<file path="src/rtl/core/cte_pkg.sv">
package cte_pkg;

    // Field widths
    localparam int unsigned YEAR_W   = 14;
    localparam int unsigned MONTH_W  = 4;
    localparam int unsigned DAY_W    = 5;
    localparam int unsigned HOUR_W   = 5;
    localparam int unsigned MINUTE_W = 6;
    localparam int unsigned SECOND_W = 6;
    localparam int unsigned OFFH_W   = 5;
    localparam int unsigned OFFM_W   = 6;
    localparam int unsigned EPOCH_W  = 39;

    // Internal widths
    localparam int unsigned TOD_W  = 19;   // time of day less offset, signed
    localparam int unsigned ERAQ_W = 6;    // era index for non-negative years
    localparam int unsigned ERA_W  = 7;    // signed era
    localparam int unsigned YOE_W  = 9;    // year of era
    localparam int unsigned DOY_W  = 10;   // signed day of year
    localparam int unsigned DOE_W  = 19;   // signed day of era
    localparam int unsigned DAYS_W = 24;   // signed day number
    localparam int unsigned PROD_W = 41;   // signed day number in seconds
    localparam int unsigned SUM_W  = 42;

    // Calendar constants
    localparam int unsigned ERA_RECIP     = 5243;  // ceil(2^21 / 400)
    localparam int unsigned ERA_SHIFT     = 21;
    localparam int unsigned YEARS_PER_ERA = 400;
    localparam int unsigned LAST_YOE      = 399;
    localparam int unsigned DAYS_PER_YEAR = 365;
    localparam int unsigned DAYS_PER_ERA  = 146097;
    localparam int unsigned EPOCH_DAYS    = 719468;
    localparam int unsigned SECS_PER_DAY  = 86400;
    localparam int unsigned SECS_PER_HOUR = 3600;
    localparam int unsigned SECS_PER_MIN  = 60;

    // Saturation limits of the result
    localparam logic signed [SUM_W-1:0] OUT_MAX = SUM_W'(64'sd274877906943);
    localparam logic signed [SUM_W-1:0] OUT_MIN = -SUM_W'(64'sd274877906944);

    // Input transaction
    typedef struct packed {
        logic [OFFM_W-1:0]   offset_minutes;
        logic [OFFH_W-1:0]   offset_hours;
        logic                offset_negative;
        logic [SECOND_W-1:0] second;
        logic [MINUTE_W-1:0] minute;
        logic [HOUR_W-1:0]   hour;
        logic [DAY_W-1:0]    day;
        logic [MONTH_W-1:0]  month;
        logic [YEAR_W-1:0]   year;
    } stamp_t;

    // After year shift and era estimate
    typedef struct packed {
        logic [YEAR_W-1:0]       y;
        logic                    y_neg;
        logic [ERAQ_W-1:0]       era_q;
        logic [MONTH_W-1:0]      mp;
        logic [DAY_W-1:0]        day;
        logic signed [TOD_W-1:0] tod;
    } split_t;

    // Era, year of era, day of year
    typedef struct packed {
        logic signed [ERA_W-1:0] era;
        logic [YOE_W-1:0]        yoe;
        logic signed [DOY_W-1:0] doy;
        logic signed [TOD_W-1:0] tod;
    } year_t;

    typedef struct packed {
        logic signed [ERA_W-1:0] era;
        logic signed [DOE_W-1:0] doe;
        logic signed [TOD_W-1:0] tod;
    } doe_t;

    typedef struct packed {
        logic signed [DAYS_W-1:0] days;
        logic signed [TOD_W-1:0]  tod;
    } dnum_t;

    typedef struct packed {
        logic signed [PROD_W-1:0] prod;
        logic signed [TOD_W-1:0]  tod;
    } prod_t;

    // Days before the start of a March-based month: (153*mp+2)/5
    function automatic logic [8:0] month_start(input logic [MONTH_W-1:0] mp);
        logic [8:0] r;
        unique case (mp)
            4'd0:    r = 9'd0;
            4'd1:    r = 9'd31;
            4'd2:    r = 9'd61;
            4'd3:    r = 9'd92;
            4'd4:    r = 9'd122;
            4'd5:    r = 9'd153;
            4'd6:    r = 9'd184;
            4'd7:    r = 9'd214;
            4'd8:    r = 9'd245;
            4'd9:    r = 9'd275;
            4'd10:   r = 9'd306;
            4'd11:   r = 9'd337;
            4'd12:   r = 9'd367;
            default: r = 9'd0;
        endcase
        return r;
    endfunction

    // Centuries within an era (yoe / 100, yoe below 400)
    function automatic logic [1:0] centuries(input logic [YOE_W-1:0] yoe);
        logic [1:0] r;
        priority if (yoe >= YOE_W'(300)) r = 2'd3;
        else if (yoe >= YOE_W'(200))     r = 2'd2;
        else if (yoe >= YOE_W'(100))     r = 2'd1;
        else                             r = 2'd0;
        return r;
    endfunction

endpackage

</file>
<file path="src/rtl/core/civil_time_to_epoch_seconds_unit.sv">
// Channel   Dir   Ports                          Payload
// s_        in    s_tvalid s_tready s_tdata[55:0] civil timestamp and zone offset
// m_        out   m_tvalid m_tready m_tdata[39:0] signed seconds since epoch, UTC
//
// Six register stages: year split, era/day of year, day of era, day number,
// seconds product, sum with clamp. One transaction per cycle while m_ accepts.
// Each stage holds its own valid bit; a stage advances when the next has room,
// so bubbles close up and a stall at m_ loses and repeats nothing.
// aresetn (synchronous) clears the valid bits only.
module civil_time_to_epoch_seconds_unit (
    input  logic        aclk,
    input  logic        aresetn,
    input  logic        s_tvalid,
    output logic        s_tready,
    // year[13:0] month[17:14] day[22:18] hour[27:23] minute[33:28]
    // second[39:34] offset_negative[40] offset_hours[45:41]
    // offset_minutes[51:46], zeros above
    input  logic [55:0] s_tdata,
    output logic        m_tvalid,
    input  logic        m_tready,
    // epoch_seconds[38:0] signed, zero at bit 39
    output logic [39:0] m_tdata
);
    import cte_pkg::*;

    stamp_t stamp;
    year_t  yr_data;
    logic   yr_valid;
    logic   yr_ready;
    dnum_t  dn_data;
    logic   dn_valid;
    logic   dn_ready;
    logic signed [EPOCH_W-1:0] secs;

    assign stamp = stamp_t'(s_tdata[$bits(stamp_t)-1:0]);

    // Calendar year split, era, year of era and day of year
    cte_era u_era (
        .aclk      (aclk),
        .aresetn   (aresetn),
        .in_valid  (s_tvalid),
        .in_ready  (s_tready),
        .in_data   (stamp),
        .out_valid (yr_valid),
        .out_ready (yr_ready),
        .out_data  (yr_data)
    );

    // Day number
    cte_day u_day (
        .aclk      (aclk),
        .aresetn   (aresetn),
        .in_valid  (yr_valid),
        .in_ready  (yr_ready),
        .in_data   (yr_data),
        .out_valid (dn_valid),
        .out_ready (dn_ready),
        .out_data  (dn_data)
    );

    // Seconds and output register
    cte_sec u_sec (
        .aclk      (aclk),
        .aresetn   (aresetn),
        .in_valid  (dn_valid),
        .in_ready  (dn_ready),
        .in_data   (dn_data),
        .out_valid (m_tvalid),
        .out_ready (m_tready),
        .out_secs  (secs)
    );

    assign m_tdata = {1'b0, secs};

endmodule

</file>
<file path="src/rtl/core/cte_era.sv">
module cte_era (
    input  logic            aclk,
    input  logic            aresetn,
    input  logic            in_valid,
    output logic            in_ready,
    input  cte_pkg::stamp_t in_data,
    output logic            out_valid,
    input  logic            out_ready,
    output cte_pkg::year_t  out_data
);
    import cte_pkg::*;

    logic   a_vld_reg;
    logic   b_vld_reg;
    logic   adv_a;
    logic   adv_b;
    split_t a_reg;
    split_t a_next;
    year_t  b_reg;
    year_t  b_next;

    logic                    borrow;
    logic [YEAR_W:0]         y_ext;
    logic [YEAR_W+12:0]      era_prod;
    logic [17:0]             tod_pos;
    logic [16:0]             tod_off;

    // Stall chain: a stage moves when the one after it has room
    always_comb begin
        adv_b    = !b_vld_reg || out_ready;
        adv_a    = !a_vld_reg || adv_b;
        in_ready = adv_a;
    end

    // Stage A: March-based year, era estimate by reciprocal, time of day
    always_comb begin
        borrow   = (in_data.month <= MONTH_W'(2));
        y_ext    = {1'b0, in_data.year} - (YEAR_W+1)'(borrow);
        era_prod = (YEAR_W+13)'(y_ext[YEAR_W-1:0]) * (YEAR_W+13)'(ERA_RECIP);
        tod_pos  = 18'(in_data.hour) * 18'(SECS_PER_HOUR)
                 + 18'(in_data.minute) * 18'(SECS_PER_MIN)
                 + 18'(in_data.second);
        tod_off  = 17'(in_data.offset_hours) * 17'(SECS_PER_HOUR)
                 + 17'(in_data.offset_minutes) * 17'(SECS_PER_MIN);

        a_next.y     = y_ext[YEAR_W-1:0];
        a_next.y_neg = y_ext[YEAR_W];
        a_next.era_q = ERAQ_W'(era_prod >> ERA_SHIFT);
        a_next.mp    = borrow ? (in_data.month + MONTH_W'(9))
                              : (in_data.month - MONTH_W'(3));
        a_next.day   = in_data.day;
        // a minus zone is behind UTC, so its offset is added
        if (in_data.offset_negative) begin
            a_next.tod = $signed({1'b0, tod_pos}) + $signed({2'b0, tod_off});
        end else begin
            a_next.tod = $signed({1'b0, tod_pos}) - $signed({2'b0, tod_off});
        end
    end

    // Stage B: era, year of era and day of year
    always_comb begin
        if (a_reg.y_neg) begin
            b_next.era = -ERA_W'(1);
            b_next.yoe = YOE_W'(LAST_YOE);
        end else begin
            b_next.era = $signed({1'b0, a_reg.era_q});
            b_next.yoe = YOE_W'(a_reg.y - YEAR_W'(a_reg.era_q) * YEAR_W'(YEARS_PER_ERA));
        end
        b_next.doy = $signed({1'b0, month_start(a_reg.mp)})
                   + $signed({5'b0, a_reg.day}) - DOY_W'(1);
        b_next.tod = a_reg.tod;
    end

    // Valid bits
    always_ff @(posedge aclk) begin
        if (!aresetn) begin
            a_vld_reg <= 1'b0;
            b_vld_reg <= 1'b0;
        end else begin
            if (adv_a) a_vld_reg <= in_valid;
            if (adv_b) b_vld_reg <= a_vld_reg;
        end
    end

    // Payload
    always_ff @(posedge aclk) begin
        if (adv_a && in_valid) a_reg <= a_next;
        if (adv_b && a_vld_reg) b_reg <= b_next;
    end

    assign out_valid = b_vld_reg;
    assign out_data  = b_reg;

endmodule

</file>
<file path="src/rtl/core/cte_day.sv">
module cte_day (
    input  logic           aclk,
    input  logic           aresetn,
    input  logic           in_valid,
    output logic           in_ready,
    input  cte_pkg::year_t in_data,
    output logic           out_valid,
    input  logic           out_ready,
    output cte_pkg::dnum_t out_data
);
    import cte_pkg::*;

    logic  a_vld_reg;
    logic  b_vld_reg;
    logic  adv_a;
    logic  adv_b;
    doe_t  a_reg;
    doe_t  a_next;
    dnum_t b_reg;
    dnum_t b_next;

    logic [DOE_W-2:0] doe_base;

    always_comb begin
        adv_b    = !b_vld_reg || out_ready;
        adv_a    = !a_vld_reg || adv_b;
        in_ready = adv_a;
    end

    // Stage A: day of era with leap days
    always_comb begin
        doe_base = (DOE_W-1)'(in_data.yoe) * (DOE_W-1)'(DAYS_PER_YEAR)
                 + (DOE_W-1)'(in_data.yoe >> 2)
                 - (DOE_W-1)'(centuries(in_data.yoe));
        a_next.era = in_data.era;
        a_next.doe = $signed({1'b0, doe_base}) + DOE_W'(in_data.doy);
        a_next.tod = in_data.tod;
    end

    // Stage B: day number relative to the epoch
    always_comb begin
        b_next.days = DAYS_W'((DAYS_W+1)'(a_reg.era) * $signed((DAYS_W+1)'(DAYS_PER_ERA))
                    + (DAYS_W+1)'(a_reg.doe)
                    - $signed((DAYS_W+1)'(EPOCH_DAYS)));
        b_next.tod  = a_reg.tod;
    end

    always_ff @(posedge aclk) begin
        if (!aresetn) begin
            a_vld_reg <= 1'b0;
            b_vld_reg <= 1'b0;
        end else begin
            if (adv_a) a_vld_reg <= in_valid;
            if (adv_b) b_vld_reg <= a_vld_reg;
        end
    end

    always_ff @(posedge aclk) begin
        if (adv_a && in_valid) a_reg <= a_next;
        if (adv_b && a_vld_reg) b_reg <= b_next;
    end

    assign out_valid = b_vld_reg;
    assign out_data  = b_reg;

endmodule

</file>
<file path="src/rtl/core/cte_sec.sv">
module cte_sec (
    input  logic                                  aclk,
    input  logic                                  aresetn,
    input  logic                                  in_valid,
    output logic                                  in_ready,
    input  cte_pkg::dnum_t                        in_data,
    output logic                                  out_valid,
    input  logic                                  out_ready,
    output logic signed [cte_pkg::EPOCH_W-1:0]    out_secs
);
    import cte_pkg::*;

    logic  a_vld_reg;
    logic  b_vld_reg;
    logic  adv_a;
    logic  adv_b;
    prod_t a_reg;
    prod_t a_next;
    logic signed [EPOCH_W-1:0] b_reg;
    logic signed [EPOCH_W-1:0] b_next;

    logic signed [SUM_W-1:0] sum;

    always_comb begin
        adv_b    = !b_vld_reg || out_ready;
        adv_a    = !a_vld_reg || adv_b;
        in_ready = adv_a;
    end

    // Stage A: days to seconds
    always_comb begin
        a_next.prod = PROD_W'(in_data.days) * $signed(PROD_W'(SECS_PER_DAY));
        a_next.tod  = in_data.tod;
    end

    // Stage B: add time of day, clamp to the result range (output register)
    always_comb begin
        sum = SUM_W'(a_reg.prod) + SUM_W'(a_reg.tod);
        priority if (sum > OUT_MAX) b_next = EPOCH_W'(OUT_MAX);
        else if (sum < OUT_MIN)     b_next = EPOCH_W'(OUT_MIN);
        else                        b_next = EPOCH_W'(sum);
    end

    always_ff @(posedge aclk) begin
        if (!aresetn) begin
            a_vld_reg <= 1'b0;
            b_vld_reg <= 1'b0;
        end else begin
            if (adv_a) a_vld_reg <= in_valid;
            if (adv_b) b_vld_reg <= a_vld_reg;
        end
    end

    always_ff @(posedge aclk) begin
        if (adv_a && in_valid) a_reg <= a_next;
        if (adv_b && a_vld_reg) b_reg <= b_next;
    end

    assign out_valid = b_vld_reg;
    assign out_secs  = b_reg;

endmodule

</file>
<file path="config.mk">
export PLATFORM = sky130hd
export DESIGN_NAME = civil_time_to_epoch_seconds_unit
export DESIGN_NICKNAME = d
export VERILOG_FILES = /design/src/rtl/core/cte_pkg.sv /design/src/rtl/core/civil_time_to_epoch_seconds_unit.sv /design/src/rtl/core/cte_era.sv /design/src/rtl/core/cte_day.sv /design/src/rtl/core/cte_sec.sv
export SDC_FILE = /design/constraint.sdc
export NUM_CORES = 1
export LEC_CHECK = 0
export BUFFER_PORTS_ARGS = -buffer_cell sky130_fd_sc_hd__buf_4
export CAP_MARGIN = 25
export CORE_MARGIN = 3
export CORE_UTILIZATION = 60
export CTS_CLUSTER_DIAMETER = 200
export CTS_CLUSTER_SIZE = 10
export DETAILED_ROUTE_END_ITERATION = 8
export PLACE_DENSITY = 0.77
export SYNTH_ARGS = -nofsm -noshare
export SYNTH_HDL_FRONTEND = slang
export SYNTH_SLANG_ARGS = --single-unit
</file>
<file path="constraint.sdc">
create_clock -name aclk -period 11.3 [get_ports aclk]
set_clock_uncertainty 0.2 [all_clocks]
set_input_delay 1.695 -clock aclk [delete_from_list [all_inputs] [get_ports aclk]]
set_output_delay 1.695 -clock aclk [all_outputs]
set_load 0.03 [all_outputs]
</file>
==> results.md <==
- Timing would allow up to 0.115 GHz.
- The site row count is 80.
- The per-cell routed wire length is 15.8 um.
- For this run, the leading register cell type out of synthesis is sky130_fd_sc_hd__edfxtp_1.
- The number of nets in the layout is 3722.
- The cell that appears most often on the critical path is sky130_fd_sc_hd__inv_1.
- TritonCTS created 34 clock buffers.
- By area the synthesized netlist is led by sky130_fd_sc_hd__edfxtp_1, sky130_fd_sc_hd__ha_1, sky130_fd_sc_hd__fa_1, sky130_fd_sc_hd__inv_1, sky130_fd_sc_hd__xnor2_1.
- The number of antenna violations at the first check in global routing was 0.
- The number of I/O pins is 102.
- After clock tree synthesis, the setup repair step added 0 buffers.
- Max-cap violations in this run came to 0.
- The number of nets with antenna violations after detailed routing is 0.
- The clock latency at the later pin of the worst-skew pair is 540 ps.
- The logic depth of the worst register-to-register path is 35.
- The number of sinks on the clock net is 284.
- Input and output buffers added on the ports amount to 96.
- Counting distinct cell types in the post-synthesis netlist gives 76.
- For this run, the detailed router's first-pass iteration total came to 5.
- In the final timing run, aggregate negative setup slack is 0 ps.
- The number of global-route vias before repair was 20400.
- The number of synthesized register bits is 284.
- Synthesis produced a netlist with a net count of 3595.
- The number of buffers between clock root and the deepest sink is 3.
- The number of flip-flops under the largest register name is 53.
- Routability-driven placement finished with a final weighted congestion of 0.869.
- The count of unresolved DRC violations after routing is 0.
- The warning count from the yosys run is 0.
- The initial standard-cell utilization of the core is 61.1%.
- The startpoint identified for the worst register-to-register timing path is u_era.out_data[33]$_SDFFCE_PP0P_.
- Entering global routing, the biggest net connects 54 pins.
- Across all layers, the routed design uses 19300 vias.
- The beginning of the worst hold path is u_era.out_data[15]$_DFFE_PP_.
- The global-route wire length before repair is 95100 um.
- The critical path capture point type is a flip-flop.
- The worst setup path is of the in -> reg kind.
- The hold buffer count at CTS is 0.
- The slew of the pin with the lowest slew margin is 999 ps.
- In this run, synthesis inferred 269 flip-flops with an integrated enable.
- Global routing used 22.4% of the available tracks.
- The total half-perimeter wirelength after legalization and detailed placement is 46100 um.
- Setup violations remaining at the end of the flow were counted as 0.
- The worst slew margin relative to its limit is 33.3%.
- The number of gates resized after CTS was 0.
- The TritonCTS clock tree is built.
- The largest total area in the synthesized netlist belongs to sky130_fd_sc_hd__edfxtp_1.
- For flop-to-flop paths, the worst setup slack is 3850 ps.
- Including well taps, the total number of placed cells is 3454.
- On the critical path, the stage with the largest delay is an instance of sky130_fd_sc_hd__or4b_2.
- The count of cells in the finished layout, fillers not included, comes to 3509.
- The mean instance size in the synthesized netlist is 10.7 sq um.
- The total core area is 48000 sq um.
- At the end of the flow the core is filled with cells to 66.4%.
- The cell chosen for the clock root is sky130_fd_sc_hd__clkbuf_16.
- The global-route congestion overflow total is 0.
- Setup repair after global routing left no endpoint under its margin.
- The most critical setup path has its endpoint at u_era.a_reg[32]$_DFFE_PP_.
- The growth of design area from synthesis to finish is 8.65%.
- Clock-pin slew was measured on the worst setup and hold paths at 60 ps.
- The initial detailed-routing violation count is 868.
- The worst path uses 77.2% of the clock period.
- The arrival time reported for the critical path endpoint is 8800 ps.
- The number of max-slew violations in the final report is 0.
- The number of endpoints with negative hold slack in the final report came to 0.
- After synthesis, the share of flip-flops with an asynchronous set or reset is 0%.
- The instance count of the mapped netlist is 2751.
- The share of synthesized area in the top cell type comes to 27.5%.
- For the worst setup path, the data required time is 11380 ps.
- The largest incremental delay on the critical path is 610 ps.
- The flow ran to the end, and the final reports show no timing, DRC or antenna violations.
- The floorplan step defined a die boundary enclosing 51600 sq um.
- The die is 227 um tall.
- The H-tree depth is 2.
- The fraction of final layout cells with drive strength greater than 1 is 6.84%.
- In the routed layout, each cell is associated on average with a via count of 5.50.
- The clock period minus worst slack is 8720 ps.
- The final antenna diode count is 0.
- The start point of the critical path is s_tdata[14].
- The min-delay analysis places its worst path in the category reg -> reg.
- The worst register-to-register path ends at u_day.a_reg[37]$_DFFE_PP_.
- In this run the worst path has a maximum fanout of 5.
- The chip width is 227 um.
- The type of element launching the critical path is an input port.
- Sequential elements use 28.6% of the synthesized area.
- The area of the mapped netlist is 29300 sq um.
- Summed over all layers, the routed wires come to 55600 um.
-- worst min-delay path by stage --
| stage | cells after the start | slack, ps | endpoint |
|---|---|---|---|
| 2_1_floorplan | 0 | 200 | u_day.a_reg[0]$_DFFE_PP_ |
| 3_3_place_gp | 0 | 200 | u_era.out_data[8]$_DFFE_PP_ |
| 3_5_place_dp | 0 | 200 | u_day.a_reg[10]$_DFFE_PP_ |
| 4_1_cts | 0 | 210 | u_day.a_reg[39]$_DFFE_PP_ |
| 5_1_grt | 0 | 220 | u_day.a_reg[14]$_DFFE_PP_ |
| 6_report | 0 | 210 | u_day.a_reg[15]$_DFFE_PP_ |
-- cells by family after synthesis --
family,after synthesis,share of synthesized area (%)
multiplexers,8,0.286
buffers and inverters,589,7.63
AND/OR/NAND/NOR,378,6.46
other,1,0.0128
flip-flops,284,28.6
adder cells (fa/ha/maj),784,39.8
XOR/XNOR,210,6.27
AO/OA/AOI/OAI,497,11.0
-- layout by cell type, fill, tap and decap left out, types with 8 or more instances in the layout --
cell,netlist,routed
sky130_fd_sc_hd__or2_2,18,18
sky130_fd_sc_hd__nand2_1,77,77
sky130_fd_sc_hd__clkbuf_1,7,14
sky130_fd_sc_hd__o31ai_1,10,10
sky130_fd_sc_hd__o21ai_1,21,21
sky130_fd_sc_hd__nor3_1,27,27
sky130_fd_sc_hd__o21a_1,24,24
sky130_fd_sc_hd__a211oi_1,17,17
sky130_fd_sc_hd__a21oi_1,170,170
sky130_fd_sc_hd__fa_1,248,248
sky130_fd_sc_hd__clkbuf_16,0,34
sky130_fd_sc_hd__a21o_1,52,52
sky130_fd_sc_hd__xor2_1,56,56
sky130_fd_sc_hd__dfxtp_1,15,15
sky130_fd_sc_hd__buf_4,1,101
sky130_fd_sc_hd__a21boi_0,14,13
sky130_fd_sc_hd__nand2b_1,15,15
sky130_fd_sc_hd__o211ai_1,10,10
sky130_fd_sc_hd__xnor2_1,154,154
sky130_fd_sc_hd__nor2_1,103,103
sky130_fd_sc_hd__o21bai_1,27,27
sky130_fd_sc_hd__or3_1,11,11
sky130_fd_sc_hd__nand4_1,12,12
sky130_fd_sc_hd__nor2b_1,30,26
sky130_fd_sc_hd__and2_1,8,8
sky130_fd_sc_hd__edfxtp_1,269,269
sky130_fd_sc_hd__and3_1,14,14
sky130_fd_sc_hd__ha_1,536,536
sky130_fd_sc_hd__a31oi_1,11,11
sky130_fd_sc_hd__inv_1,575,574
sky130_fd_sc_hd__o21ai_0,78,78
sky130_fd_sc_hd__nand3_1,31,31
-- critical path: cells and delay by family --
kind	cells	cell delay, ps
simple gates	9	1980
buf+inv	6	550
xor+xnor	2	610
fa+ha+maj	8	3060
compound gates	4	870
-- synthesized netlist by cell type, types with 10 or more instances --
| cell | n |
|---|---|
| sky130_fd_sc_hd__xor2_1 | 56 |
| sky130_fd_sc_hd__o21bai_1 | 27 |
| sky130_fd_sc_hd__ha_1 | 536 |
| sky130_fd_sc_hd__dfxtp_1 | 15 |
| sky130_fd_sc_hd__o21ai_0 | 78 |
| sky130_fd_sc_hd__inv_1 | 575 |
| sky130_fd_sc_hd__a21boi_0 | 14 |
| sky130_fd_sc_hd__xnor2_1 | 154 |
| sky130_fd_sc_hd__a21oi_1 | 170 |
| sky130_fd_sc_hd__nand3_1 | 31 |
| sky130_fd_sc_hd__o21a_1 | 24 |
| sky130_fd_sc_hd__nor2b_1 | 30 |
| sky130_fd_sc_hd__a211oi_1 | 17 |
| sky130_fd_sc_hd__fa_1 | 248 |
| sky130_fd_sc_hd__or3_1 | 11 |
| sky130_fd_sc_hd__a31oi_1 | 11 |
| sky130_fd_sc_hd__nor2_1 | 103 |
| sky130_fd_sc_hd__or2_2 | 18 |
| sky130_fd_sc_hd__o211ai_1 | 10 |
| sky130_fd_sc_hd__edfxtp_1 | 269 |
| sky130_fd_sc_hd__o21ai_1 | 21 |
| sky130_fd_sc_hd__o31ai_1 | 10 |
| sky130_fd_sc_hd__nor3_1 | 27 |
| sky130_fd_sc_hd__a21o_1 | 52 |
| sky130_fd_sc_hd__and3_1 | 14 |
| sky130_fd_sc_hd__nand2b_1 | 15 |
| sky130_fd_sc_hd__nand2_1 | 77 |
| sky130_fd_sc_hd__nand4_1 | 12 |
-- per-layer routing --
layer  GRT usage [%]  wire (um)  vias to the layer above
li1                -          -                     9556
met1            28.8      24700                     9365
met2            40.5      28300                      285
met3            2.54       1430                       89
met4            5.49       1220                        0
met5               0          0                        -
-- final cells by class --
class,instances,area (sq um)
Fill cell,3647,16200
Clock inverter,4,71.3
Timing Repair Buffer,105,833
Sequential cell,284,8380
Inverter,575,2160
Clock buffer,48,903
Multi-Input combinational cell,1878,18800
Tap cell,615,769
-- stage by stage --
step           hold slack (ps)  instance area [sq um]  worst slack, ps
2_1_floorplan              200                  29300             3090
3_3_place_gp               202                  30800             2110
3_5_place_dp               205                  30900             1980
4_1_cts                    212                  31800             2550
5_1_grt                    220                  31900             2000
6_report                   210                  31900             2580
Power is not shown: default switching activity piles up to over one toggle a cycle in this logic, so the estimate is an artifact.
